`src/hw/rtl/tdor_pkg.sv`:
```
package tdor_pkg;

  localparam int NUM_DIMS   = 3;
  localparam int COORD_BITS = 8;
  localparam int MAX_VCS    = 16;

  localparam int DIM_W     = $clog2(NUM_DIMS + 1);
  localparam int COORDS_W  = NUM_DIMS * COORD_BITS;
  localparam int VC_W      = $clog2(MAX_VCS);
  localparam int VCNT_W    = VC_W + 1;
  localparam int PORT_W    = 7;
  localparam int TERM_W    = 6;
  localparam int CONC_W    = 7;
  localparam int NVC_CFG_W = 5;
  localparam int CFG_IDX_W = 3;
  localparam int CFG_DATA_W = 24;
  localparam int DIST_W    = COORD_BITS + 2;

  typedef enum logic [CFG_IDX_W-1:0] {
    CFG_CONCENTRATION = 3'd0,
    CFG_NUM_VCS       = 3'd1,
    CFG_INPUT_PORT    = 3'd2,
    CFG_DIM_WIDTHS    = 3'd3,
    CFG_ROUTER_COORDS = 3'd4
  } cfg_idx_t;

  typedef struct packed {
    logic [COORDS_W-1:0] dest_coords;
    logic [TERM_W-1:0]   dest_terminal;
    logic [3:0]          current_vc;
    logic                tie_break;
  } in_item_t;

  typedef struct packed {
    logic [PORT_W-1:0] out_port;
    logic [VC_W-1:0]   out_vc;
    logic              last_vc;
  } out_item_t;

  typedef struct packed {
    logic [CONC_W-1:0]    concentration;
    logic [NVC_CFG_W-1:0] num_vcs;
    logic [PORT_W-1:0]    input_port;
    logic [COORDS_W-1:0]  dim_widths;
    logic [COORDS_W-1:0]  router_coords;
  } cfg_t;

  typedef struct packed {
    logic [PORT_W-1:0] port;
    logic [VCNT_W-1:0] first_vc;
    logic              step_two;
    logic [VCNT_W-1:0] vc_limit;
  } route_t;

  function automatic logic [1:0] ports_of(input logic [COORD_BITS-1:0] w);
    return (w == COORD_BITS'(2)) ? 2'd1 : 2'd2;
  endfunction

endpackage

```
`src/hw/rtl/torus_dim_order_route.sv`:
```
// Channel   Direction  Handshake           Payload
// in_       input      in_valid/in_stall   in_item_t: dest_coords, dest_terminal,
//                                          current_vc, tie_break
// out_      output     out_valid/out_stall out_item_t: out_port, out_vc, last_vc
// cfg_      input      cfg_valid/cfg_ready cfg_index, cfg_data
//
// A head flit spends three pipeline stages on route computation; the VC sequencer
// then registers one result per allowed VC, one per cycle unless the output stalls.
// A flit that yields no result emits nothing; the route stages take a new flit
// every cycle unless a stall backs up into them.
// Reset is synchronous, clears the valid bits and loads the configuration defaults.
// A stall on the output backs up through the stages without losing or repeating a flit.
module torus_dim_order_route (
  input  logic                                clk,
  input  logic                                rst_n,
  input  logic                                in_valid,
  input  tdor_pkg::in_item_t                  in_data,
  output logic                                in_stall,
  output logic                                out_valid,
  output tdor_pkg::out_item_t                 out_data,
  input  logic                                out_stall,
  input  logic                                cfg_valid,
  output logic                                cfg_ready,
  input  logic [tdor_pkg::CFG_IDX_W-1:0]      cfg_index,
  input  logic [tdor_pkg::CFG_DATA_W-1:0]     cfg_data
);
  import tdor_pkg::*;

  cfg_t cfg_r, cfg_nxt;

  logic   route_valid, route_stall;
  route_t route;

  always_comb begin
    cfg_nxt = cfg_r;
    if (cfg_valid && cfg_ready) begin
      case (cfg_idx_t'(cfg_index))
        CFG_CONCENTRATION: cfg_nxt.concentration = cfg_data[CONC_W-1:0];
        CFG_NUM_VCS:       cfg_nxt.num_vcs       = cfg_data[NVC_CFG_W-1:0];
        CFG_INPUT_PORT:    cfg_nxt.input_port    = cfg_data[PORT_W-1:0];
        CFG_DIM_WIDTHS:    cfg_nxt.dim_widths    = cfg_data[COORDS_W-1:0];
        CFG_ROUTER_COORDS: cfg_nxt.router_coords = cfg_data[COORDS_W-1:0];
        default:           cfg_nxt = cfg_r;
      endcase
    end
  end

  always_ff @(posedge clk) begin
    if (!rst_n) begin
      cfg_r.concentration <= CONC_W'(1);
      cfg_r.num_vcs       <= NVC_CFG_W'(2);
      cfg_r.input_port    <= '0;
      cfg_r.dim_widths    <= COORDS_W'(24'h020202);
      cfg_r.router_coords <= '0;
    end else begin
      cfg_r <= cfg_nxt;
    end
  end

  assign cfg_ready = 1'b1;

  tdor_route_pipe u_route_pipe (
    .clk         (clk),
    .rst_n       (rst_n),
    .cfg         (cfg_r),
    .in_valid    (in_valid),
    .in_data     (in_data),
    .in_stall    (in_stall),
    .route_valid (route_valid),
    .route       (route),
    .route_stall (route_stall)
  );

  tdor_vc_emit u_vc_emit (
    .clk         (clk),
    .rst_n       (rst_n),
    .route_valid (route_valid),
    .route       (route),
    .route_stall (route_stall),
    .out_valid   (out_valid),
    .out_data    (out_data),
    .out_stall   (out_stall)
  );

endmodule

```
`src/hw/rtl/tdor_route_pipe.sv`:
```
module tdor_route_pipe (
  input  logic              clk,
  input  logic              rst_n,
  input  tdor_pkg::cfg_t    cfg,
  input  logic              in_valid,
  input  tdor_pkg::in_item_t in_data,
  output logic              in_stall,
  output logic              route_valid,
  output tdor_pkg::route_t  route,
  input  logic              route_stall
);
  import tdor_pkg::*;

  logic en1, en2, en3;

  // Stage 1: first differing dimension, port base and input dimension.
  logic                  v1_r, v1_nxt;
  logic                  at_dest_r;
  logic                  same_dim_r;
  logic [PORT_W-1:0]     base1_r;
  logic [COORD_BITS-1:0] src1_r, dst1_r, w1_r;
  logic [TERM_W-1:0]     term1_r;
  logic                  cls_in1_r, tie1_r;

  logic                  s1_found;
  logic [DIM_W-1:0]      s1_dim;
  logic [PORT_W:0]       s1_base;
  logic [COORD_BITS-1:0] s1_src, s1_dst, s1_w;
  logic                  s1_in_net, s1_in_hit;
  logic [DIM_W-1:0]      s1_in_dim;
  logic [PORT_W:0]       s1_off, s1_lim;

  always_comb begin
    s1_found = 1'b0;
    s1_dim   = DIM_W'(NUM_DIMS);
    s1_base  = {1'b0, cfg.concentration};
    s1_src   = '0;
    s1_dst   = '0;
    s1_w     = '0;
    for (int d = 0; d < NUM_DIMS; d++) begin
      if (!s1_found) begin
        if (cfg.router_coords[d*COORD_BITS +: COORD_BITS] !=
            in_data.dest_coords[d*COORD_BITS +: COORD_BITS]) begin
          s1_found = 1'b1;
          s1_dim   = DIM_W'(d);
          s1_src   = cfg.router_coords[d*COORD_BITS +: COORD_BITS];
          s1_dst   = in_data.dest_coords[d*COORD_BITS +: COORD_BITS];
          s1_w     = cfg.dim_widths[d*COORD_BITS +: COORD_BITS];
        end else begin
          s1_base = s1_base +
                    (PORT_W+1)'(ports_of(cfg.dim_widths[d*COORD_BITS +: COORD_BITS]));
        end
      end
    end
  end

  always_comb begin
    s1_in_net = (cfg.input_port >= cfg.concentration);
    s1_off    = {1'b0, cfg.input_port} - {1'b0, cfg.concentration};
    s1_lim    = '0;
    s1_in_hit = 1'b0;
    s1_in_dim = '0;
    for (int d = 0; d < NUM_DIMS; d++) begin
      s1_lim = s1_lim + (PORT_W+1)'(ports_of(cfg.dim_widths[d*COORD_BITS +: COORD_BITS]));
      if (!s1_in_hit && s1_in_net && (s1_off < s1_lim)) begin
        s1_in_hit = 1'b1;
        s1_in_dim = DIM_W'(d);
      end
    end
  end

  assign v1_nxt = en1 ? in_valid : v1_r;

  always_ff @(posedge clk) begin
    if (!rst_n) begin
      v1_r <= 1'b0;
    end else begin
      v1_r <= v1_nxt;
    end
  end

  always_ff @(posedge clk) begin
    if (en1) begin
      at_dest_r  <= !s1_found;
      same_dim_r <= s1_found && s1_in_hit && (s1_in_dim == s1_dim);
      base1_r    <= s1_base[PORT_W-1:0];
      src1_r     <= s1_src;
      dst1_r     <= s1_dst;
      w1_r       <= s1_w;
      term1_r    <= in_data.dest_terminal;
      cls_in1_r  <= in_data.current_vc[0];
      tie1_r     <= in_data.tie_break;
    end
  end

  // Stage 2: ring distances and VC class.
  logic              v2_r, v2_nxt;
  logic              at_dest2_r, w_two_r, dist_eq_r, plus_lt_r, cls2_r, tie2_r;
  logic [PORT_W-1:0] base2_r;
  logic [TERM_W-1:0] term2_r;

  logic signed [DIST_W-1:0] s2_src, s2_dst, s2_w, s2_plus, s2_minus;
  logic                     s2_wrap_hop, s2_cls;
  logic [COORD_BITS-1:0]    s2_wm1;

  always_comb begin
    s2_src   = $signed({2'b00, src1_r});
    s2_dst   = $signed({2'b00, dst1_r});
    s2_w     = $signed({2'b00, w1_r});
    s2_plus  = (dst1_r > src1_r) ? (s2_dst - s2_src) : (s2_dst + s2_w - s2_src);
    s2_minus = (src1_r > dst1_r) ? (s2_src - s2_dst) : (s2_src + s2_w - s2_dst);
    s2_wm1   = w1_r - COORD_BITS'(1);
    s2_wrap_hop = (w1_r != '0) &&
                  (((src1_r == '0) && (dst1_r == s2_wm1)) ||
                   ((dst1_r == '0) && (src1_r == s2_wm1)));
    s2_cls = same_dim_r ? (s2_wrap_hop ? 1'b1 : cls_in1_r) : 1'b0;
  end

  assign v2_nxt = en2 ? v1_r : v2_r;

  always_ff @(posedge clk) begin
    if (!rst_n) begin
      v2_r <= 1'b0;
    end else begin
      v2_r <= v2_nxt;
    end
  end

  always_ff @(posedge clk) begin
    if (en2) begin
      at_dest2_r <= at_dest_r;
      w_two_r    <= (w1_r == COORD_BITS'(2));
      dist_eq_r  <= (s2_plus == s2_minus);
      plus_lt_r  <= (s2_plus < s2_minus);
      cls2_r     <= s2_cls;
      tie2_r     <= tie1_r;
      base2_r    <= base1_r;
      term2_r    <= term1_r;
    end
  end

  // Stage 3: port selection and VC range.
  logic   v3_r, v3_nxt;
  route_t route_r, s3_route;
  logic   s3_step_up;

  always_comb begin
    if (w_two_r) begin
      s3_step_up = 1'b0;
    end else if (dist_eq_r) begin
      s3_step_up = tie2_r;
    end else begin
      s3_step_up = !plus_lt_r;
    end
    if (at_dest2_r) begin
      s3_route.port     = PORT_W'(term2_r);
      s3_route.first_vc = '0;
      s3_route.step_two = 1'b0;
    end else begin
      s3_route.port     = base2_r + PORT_W'(s3_step_up);
      s3_route.first_vc = VCNT_W'(cls2_r);
      s3_route.step_two = 1'b1;
    end
    if (cfg.num_vcs > NVC_CFG_W'(MAX_VCS)) begin
      s3_route.vc_limit = VCNT_W'(MAX_VCS);
    end else begin
      s3_route.vc_limit = VCNT_W'(cfg.num_vcs);
    end
  end

  assign v3_nxt = en3 ? v2_r : v3_r;

  always_ff @(posedge clk) begin
    if (!rst_n) begin
      v3_r <= 1'b0;
    end else begin
      v3_r <= v3_nxt;
    end
  end

  always_ff @(posedge clk) begin
    if (en3) begin
      route_r <= s3_route;
    end
  end

  assign en3 = !v3_r || !route_stall;
  assign en2 = !v2_r || en3;
  assign en1 = !v1_r || en2;

  assign in_stall    = !en1;
  assign route_valid = v3_r;
  assign route       = route_r;

endmodule

```
`src/hw/rtl/tdor_vc_emit.sv`:
```
module tdor_vc_emit (
  input  logic                clk,
  input  logic                rst_n,
  input  logic                route_valid,
  input  tdor_pkg::route_t    route,
  output logic                route_stall,
  output logic                out_valid,
  output tdor_pkg::out_item_t out_data,
  input  logic                out_stall
);
  import tdor_pkg::*;

  logic              busy_r, busy_nxt;
  logic [PORT_W-1:0] port_r, port_nxt;
  logic [VCNT_W-1:0] vc_r, vc_nxt;
  logic              step_two_r, step_two_nxt;
  logic [VCNT_W-1:0] limit_r, limit_nxt;
  logic              out_valid_r, out_valid_nxt;
  out_item_t         out_data_r, out_data_nxt;

  logic              slot_free, is_last, load_ok, load;
  logic [VCNT_W-1:0] vc_next;

  always_comb begin
    slot_free = !out_valid_r || !out_stall;
    vc_next   = vc_r + (step_two_r ? VCNT_W'(2) : VCNT_W'(1));
    is_last   = (vc_next >= limit_r);
    load_ok   = !busy_r || (slot_free && is_last);
    load      = route_valid && load_ok;
  end

  always_comb begin
    busy_nxt      = busy_r;
    port_nxt      = port_r;
    vc_nxt        = vc_r;
    step_two_nxt  = step_two_r;
    limit_nxt     = limit_r;
    out_valid_nxt = out_valid_r;
    out_data_nxt  = out_data_r;
    if (slot_free) begin
      out_valid_nxt = busy_r;
      if (busy_r) begin
        out_data_nxt.out_port = port_r;
        out_data_nxt.out_vc   = vc_r[VC_W-1:0];
        out_data_nxt.last_vc  = is_last;
        vc_nxt                = vc_next;
        busy_nxt              = !is_last;
      end
    end
    if (load) begin
      busy_nxt     = (route.first_vc < route.vc_limit);
      port_nxt     = route.port;
      vc_nxt       = route.first_vc;
      step_two_nxt = route.step_two;
      limit_nxt    = route.vc_limit;
    end
  end

  always_ff @(posedge clk) begin
    if (!rst_n) begin
      busy_r      <= 1'b0;
      out_valid_r <= 1'b0;
    end else begin
      busy_r      <= busy_nxt;
      out_valid_r <= out_valid_nxt;
    end
  end

  always_ff @(posedge clk) begin
    port_r     <= port_nxt;
    vc_r       <= vc_nxt;
    step_two_r <= step_two_nxt;
    limit_r    <= limit_nxt;
    out_data_r <= out_data_nxt;
  end

  assign route_stall = !load_ok;
  assign out_valid   = out_valid_r;
  assign out_data    = out_data_r;

endmodule

```
`config.mk`:
```
export PLATFORM = sky130hd
export DESIGN_NAME = torus_dim_order_route
export DESIGN_NICKNAME = d
export VERILOG_FILES = /design/src/hw/rtl/tdor_pkg.sv /design/src/hw/rtl/torus_dim_order_route.sv /design/src/hw/rtl/tdor_route_pipe.sv /design/src/hw/rtl/tdor_vc_emit.sv
export SDC_FILE = /design/constraint.sdc
export NUM_CORES = 1
export LEC_CHECK = 0
export BUFFER_PORTS_ARGS = -buffer_cell sky130_fd_sc_hd__buf_2
export CORE_AREA = 2 2 144 146
export CTS_BUF_LIST = sky130_fd_sc_hd__clkbuf_8
export CTS_CLUSTER_DIAMETER = 150
export DETAILED_ROUTE_END_ITERATION = 10
export DIE_AREA = 0 0 146 148
export GPL_ROUTABILITY_DRIVEN = 0
export PLACE_DENSITY = 0.88
export SYNTH_ARGS = -nofsm -noshare
export SYNTH_HDL_FRONTEND = slang
export SYNTH_SLANG_ARGS = --single-unit
```
`constraint.sdc`:
```
create_clock -name clk -period 4.4 [get_ports clk]
set_input_delay 0.88 -clock clk [delete_from_list [all_inputs] [get_ports clk]]
set_output_delay 0.88 -clock clk [all_outputs]
set_load 0.05 [all_outputs]
```
=== Word-level counts from Yosys, hierarchy flattened ===
Index checks and enable logic that the tools add are counted.

* Bits in registers: 180
* Latch bits: 0
* RAM bits: 0
* ROM bits: 0
* Output and inout bits: 15
* Logic and storage cells: 174
* Memories kept: 0

* $add $sub $neg: 15
* $mul: 0
* Divide/modulo/power cells: 0
* Magnitude comparators: 10
* Eq/ne operators: 15
* Shift-type cells: 0
* Muxes and demuxes: 51
* Bitwise operators: 0
* Reduce and logical (&&, ||, !) cells: 43

{| class="wikitable"
|+ Operators by type and width
! cell !! count
|-
| $mux 8 || 15
|-
| $mux 7 || 5
|-
| $eq 8x2->1 const B || 4
|-
| $ne 8x8->1 || 3
|-
| $add 7x2->7 || 3
|-
| $mux 10 || 2
|-
| $mux 2 || 10
|-
| $sub 10x9->10 || 2
|-
| $add 8x8->9 || 2
|-
| $sub 8x8->9 || 2
|-
| $eq 8x8->1 || 2
|-
| $gt 8x8->1 || 2
|-
| $logic_not 8->1 || 2
|-
| $lt 8x8->1 || 2
|-
| $mux 1 || 15
|-
| $mux 5 || 3
|-
| $reduce_and 2->1 || 7
|-
| $logic_and 1x1->1 || 12
|-
| $logic_not 1->1 || 12
|-
| $mux 12 || 1
|-
| $eq 10x10->1 || 1
|-
| $lt 10x10->1 || 1
|-
| $add 8x2->8 || 1
|-
| $lt 8x2->1 || 1
|-
| 17 further kinds || 24
|}

=== Logic depth before layout (Yosys ltp) ===
* Depth in word-level cells: 15
* Gate-level depth with buffers: 22

=== Modules after synthesis ===
From an unflattened synthesis, not the netlist that was laid out.

* Cells, all modules: 1071
* Area, all modules: 10979.3 µm²

{| class="wikitable"
|+ Modules (own cells, without submodules)
! module !! times used !! cells each !! area each (µm²) !! seq. area each (µm²)
|-
| tdor_route_pipe || 1 || 725 || 6965.4 || 2282.2
|-
| torus_dim_order_route || 1 || 256 || 2566.2 || 1341.3
|-
| tdor_vc_emit || 1 || 90 || 1447.6 || 940.9
|}

=== Worst setup path before layout ===
No wires, ideal clock.

* Kind: register to output
* From: reg u_vc_emit.step_two_r
* To: out in_stall
* Arrival: 3.797 ns
* Path slack: -0.277 ns
* Cell stages (with the launch flop): 13
* Cell sequence: edfxtp_1 -> inv_1 -> ha_1 -> fa_1 -> ha_1 -> a21o_1 -> a21o_1 -> a21o_1 -> a21o_1 -> a21boi_1 -> and3_1 -> nand2_1 -> inv_2

* Longest elaborated chain between the ends: 9

{| class="wikitable"
|+ Ends and longest elaborated chain
! element !! line !! RTL
|-
| start, declared || tdor_vc_emit.sv:16 || <nowiki>logic step_two_r, step_two_nxt;</nowiki>
|-
| start signal, assigned || tdor_vc_emit.sv:72 || <nowiki>step_two_r <= step_two_nxt;</nowiki>
|-
| $mux 2 || tdor_vc_emit.sv:26 || <nowiki>vc_next = vc_r + (step_two_r ? VCNT_W'(2) : VCNT_W'(1));</nowiki>
|-
| $add 5x5->5 || tdor_vc_emit.sv:26 ||
|-
| via u_vc_emit.vc_next[1] || tdor_vc_emit.sv:22 || <nowiki>logic [VCNT_W-1:0] vc_next;</nowiki>
|-
| $ge 5x5->1 || tdor_vc_emit.sv:27 || <nowiki>is_last = (vc_next >= limit_r);</nowiki>
|-
| via u_vc_emit.is_last || tdor_vc_emit.sv:21 || <nowiki>logic slot_free, is_last, load_ok, load;</nowiki>
|-
| $logic_and 1x1->1 || tdor_vc_emit.sv:28 || <nowiki>load_ok = !busy_r || (slot_free && is_last);</nowiki>
|-
| $logic_or 1x1->1 || tdor_vc_emit.sv:28 ||
|-
| $logic_or 1x1->1 || tdor_route_pipe.sv:187 || <nowiki>assign en3 = !v3_r || !route_stall;</nowiki>
|-
| $logic_or 1x1->1 || tdor_route_pipe.sv:188 || <nowiki>assign en2 = !v2_r || en3;</nowiki>
|-
| $logic_or 1x1->1 || tdor_route_pipe.sv:189 || <nowiki>assign en1 = !v1_r || en2;</nowiki>
|-
| $logic_not 1->1 || tdor_route_pipe.sv:191 || <nowiki>assign in_stall = !en1;</nowiki>
|-
| end, declared || torus_dim_order_route.sv:18 || <nowiki>output logic in_stall,</nowiki>
|}

The timed path passes the listed nets, and every way through them passes these cells.

=== Worst setup path after layout ===
* From: reg u_vc_emit.vc_r[0]
* To: out in_stall

* Longest elaborated chain between the ends: 8

{| class="wikitable"
|+ Ends and longest elaborated chain
! element !! line !! RTL
|-
| start, declared || tdor_vc_emit.sv:15 || <nowiki>logic [VCNT_W-1:0] vc_r, vc_nxt;</nowiki>
|-
| start signal, assigned || tdor_vc_emit.sv:71 || <nowiki>vc_r <= vc_nxt;</nowiki>
|-
| $add 5x5->5 || tdor_vc_emit.sv:26 ||
|-
| via u_vc_emit.vc_next[1] || tdor_vc_emit.sv:22 ||
|-
| $ge 5x5->1 || tdor_vc_emit.sv:27 ||
|-
| via u_vc_emit.is_last || tdor_vc_emit.sv:21 ||
|-
| $logic_and 1x1->1 || tdor_vc_emit.sv:28 ||
|-
| $logic_or 1x1->1 || tdor_vc_emit.sv:28 ||
|-
| $logic_or 1x1->1 || tdor_route_pipe.sv:187 ||
|-
| $logic_or 1x1->1 || tdor_route_pipe.sv:188 ||
|-
| $logic_or 1x1->1 || tdor_route_pipe.sv:189 ||
|-
| $logic_not 1->1 || tdor_route_pipe.sv:191 ||
|}

The timed path passes the listed nets, and every way through them passes these cells.

==> results.yml <==
setup_path:
  endpoint: "in_stall"
  rrSetupSlack_ns: 0.18
  path_class: "reg2out"
  reg2reg_to: "u_route_pipe.plus_lt_r"
  cp-end-kind: "output port"
  cp_slowest_cell: "fa_1"
  worst-r2r-cell-count: 20
  timing.critical_path.from: "u_vc_emit.vc_r[0]"
  start_kind: "flop"
  worst-path-max-fanout: 6
  worst_path_most_repeated_cell: "a21o_1"
  r2r_start: "u_route_pipe.src1_r[1]"
  slowest_delay_ns: 0.53
  path_cells: "ha_2 > fa_1 > ha_1 > a21o_1 > a21o_1 > a21o_1 > a21o_1 > a21boi_1 > buf_4 > and3_4 > nand2_4 > inv_4 > buf_8"
  critPathArrivalTime_ns: 3.39
  worstPathRequired_ns: 3.52
global_route:
  grt_max_degree: 73
  grt_pass1_vias: 8164
  grt.total_usage: 0.224
  grt_pass1_wl_mm: 38.7
  gr-total-overflow: 0
  antenna_found_initial: 0
die:
  ios: 82
  coreArea_mm2: 0.0200
  rows: 52
  dieHeight_um: 148
  dieWidth_um: 146
  die-area_mm2: 0.0216
  start_util: 0.540
logic_synthesis:
  synthArstFlopShare: 0
  synth_edf_count: 104
  yosysSeqAreaShare: 0.422
  yosysUniqueCellTypes: 63
  yosys_most_used_dff: "edfxtp_1"
  synth_top_area_share: 0.289
  syn_inst: 1126
  synth_area_leader_cell: "edfxtp_1"
  syn-cell-area_mm2: 0.0108
  synth_warnings: 0
  syn_avg_cell_area_um2: 9.61
  synth_seq_cells: 176
  synthTopCellsByArea: "edfxtp_1 29%, dfxtp_1 13%, ha_1 11%, nand2_1 5.3%, xnor2_1 5.1%"
  synth_nets: 1297
hold_path:
  whs_path_depth: 0
  hold_path.class: "reg2reg"
detailed_routing:
  wl_met1_mm: 10.4
  post_drt_wl_per_cell_um: 16.3
  vias: 8344
  dr.pass1.iters: 6
  wl_met3_mm: 1.27
  antenna_left: 0
  highest_layer: "met4"
  met2_wirelength_mm: 11.5
  drc: 0
  routed_via_density: 5.64
  wirelength_mm: 24.0
  first_iter_violations: 671
clocking:
  clkTransAtPathRegs_ns: 0.10
  cts_buffers: 17
  h-tree-depth: 4
  cts_tree: "yes"
  clockRootBuffer: "clkbuf_8"
  cts_num_sinks: 176
  hold_buffers: 0
  clock_path_buffers: 2
  clock_latency_ns: 0.47
power:
  peakVddDrop_mv: 0.226
  power_density_mw_per_mm2: 308
  power.leakage_nw: 4.97
job:
  maxCapViolCount: 0
sta:
  setup_viol: 0
  finalClockSkew_ns: 0.0191
  drv_slew: 0
  fin_ws_ns: 0.131
  clock.fmax_mhz: 234
  setup_tns_ns: 0
  relSlewSlack: 0.297
  finalCriticalPeriod_ns: 4.27
  period_share: 0.970
  tightestPinTransition_ns: 1.05
  hold_viol: 0
placed_design:
  hpwl_mm: 18.3
  dp_slack_ns: 0.0612
  io_buffers: 77
finish:
  seq_area_mm2: 0.00456
  nets: 1367
  multiInputGateArea_mm2: 0.00582
  n_fill_cell: 1655
  drive_gt1_frac: 0.121
  diodes: 0
  finish.utilization: 0.597
  syn_to_final_growth_pct: 10.6
outcome:
  status: "completed"
-- logic make-up after synthesis --
group | count (synthesis) | synth area share
xor gates and xnor gates | 96 | 0.0784
DFF | 176 | 0.422
muxes | 21 | 0.0200
and+or+nand+nor | 352 | 0.154
adders and majority gates | 104 | 0.129
buffers and inverters | 121 | 0.0427
other | 1 | 0.000347
AOI/OAI and AO/OA | 255 | 0.154
-- synth_stat cells, types with 3 or more instances --
cell / number
nor4b_1: 4
buf_2: 3
clkbuf_1: 36
nand2b_1: 11
nand2_1: 153
xnor2_1: 63
o21ai_1: 22
inv_2: 4
nor2_1: 74
nor3_1: 6
and2_1: 5
mux2_2: 4
o21ai_0: 17
nor4_1: 9
nor2b_1: 34
fa_1: 12
buf_1: 4
a21o_1: 22
o21bai_1: 6
xor2_1: 32
nand3b_1: 3
or3_1: 3
o21a_1: 15
o31ai_1: 3
mux2i_1: 16
nand3_1: 17
a2111oi_0: 3
a21boi_0: 4
edfxtp_1: 104
a21boi_1: 55
dfxtp_1: 72
inv_1: 73
a22oi_1: 25
a21oi_1: 64
nand4_1: 12
and3_1: 8
ha_1: 92
-- cell type report --
cell class | count | share of cell area
flip-flops and latches | 176 | 0.381
clock buffers | 17 | 0.0195
inverters | 77 | 0.0244
multi-input cells | 829 | 0.487
well taps | 270 | 0.0282
clock inverters | 15 | 0.0157
repair buffers | 95 | 0.0443
-- state kept, by name (all words and copies together), names as in the netlist, 5 cells and up --
signal and count:
u_route_pipe.term2_r 6, u_route_pipe.base1_r 7, u_route_pipe.w1_r 8, u_vc_emit.vc_r 5
u_vc_emit.port_r 7, u_vc_emit.out_data 12, cfg_r 67, u_vc_emit.limit_r 5
u_route_pipe.term1_r 6, u_route_pipe.base2_r 7, u_route_pipe.route 14, u_route_pipe.dst1_r 8
u_route_pipe.src1_r 8
-- power by group --
part,leakage [nW],internal (W),switching (W)
logic,3.06,0.000299,0.000378
registers,1.70,0.00179,0.0000365
clock network,0.214,0.000573,0.000614
total,4.97,0.00266,0.00103
-- layer usage --
layer,vias up,GRT usage
li1,4070,-
met1,3905,0.287
met2,292,0.375
met3,77,0.0333
met4,0,0.107
met5,-,0
-- through the flow --
stage / cells / hold slack, ns / total power, W / area (um2)
finish: 1479 / 0.413 / 0.00369 / 12000
global route: 1479 / 0.408 / 0.00385 / 12000
CTS: 1476 / 0.410 / 0.00369 / 11900
detailed placement: 1443 / 0.405 / 0.00252 / 11500
global placement: 1443 / 0.401 / 0.00249 / 11500
floorplan: 1126 / 0.400 / 0.00234 / 10800
-- layout by cell type (no fill, tap or decap), types with 5 or more instances in the layout --
cell type / Yosys / final
clkbuf_8: 0 / 17
nand2b_1: 11 / 11
nand3_1: 17 / 17
xor2_1: 32 / 31
nand2_1: 153 / 152
ha_1: 92 / 91
o21ai_0: 17 / 17
xnor2_1: 63 / 63
a21o_1: 22 / 22
a21boi_1: 55 / 55
nand4_1: 12 / 12
fa_1: 12 / 12
a21oi_1: 64 / 64
o21a_1: 15 / 15
buf_4: 1 / 18
o21ai_1: 22 / 22
and3_1: 8 / 7
buf_2: 3 / 76
mux2i_1: 16 / 16
nor3_1: 6 / 5
edfxtp_1: 104 / 104
inv_1: 73 / 74
dfxtp_1: 72 / 72
a22oi_1: 25 / 25
o21bai_1: 6 / 6
nor2b_1: 34 / 34
nor2_1: 74 / 74
nor4_1: 9 / 9
-- worst max-delay path, delay by kind of cell, from the launching register on --
| kind | cells | cell delay (ns) |
|---|---|---|
| fa+ha+maj | 3 | 1.06 |
| buf+inv | 3 | 0.34 |
| simple gates | 2 | 0.27 |
| compound gates | 5 | 0.81 |
| flops | 1 | 0.42 |
-- worst min path at each step --
stage	start	endpoint	slack [ns]
after floorplan	u_route_pipe.at_dest_r	u_route_pipe.at_dest2_r	0.40
after global placement	u_route_pipe.tie1_r	u_route_pipe.tie2_r	0.40
after detailed placement	u_vc_emit.port_r[3]	u_vc_emit.out_data[8]	0.40
after CTS	u_route_pipe.base1_r[3]	u_route_pipe.base2_r[3]	0.41
after global routing	u_route_pipe.base1_r[1]	u_route_pipe.base2_r[1]	0.41
final	u_route_pipe.base1_r[1]	u_route_pipe.base2_r[1]	0.41
-- what timing repair did --
item,4_1_cts,5_1_grt
pin swaps,0,7
gates resized for setup,1,10
setup endpoints to repair,1,3
buffers inserted,1,3
(Power assumes the default switching activity.)
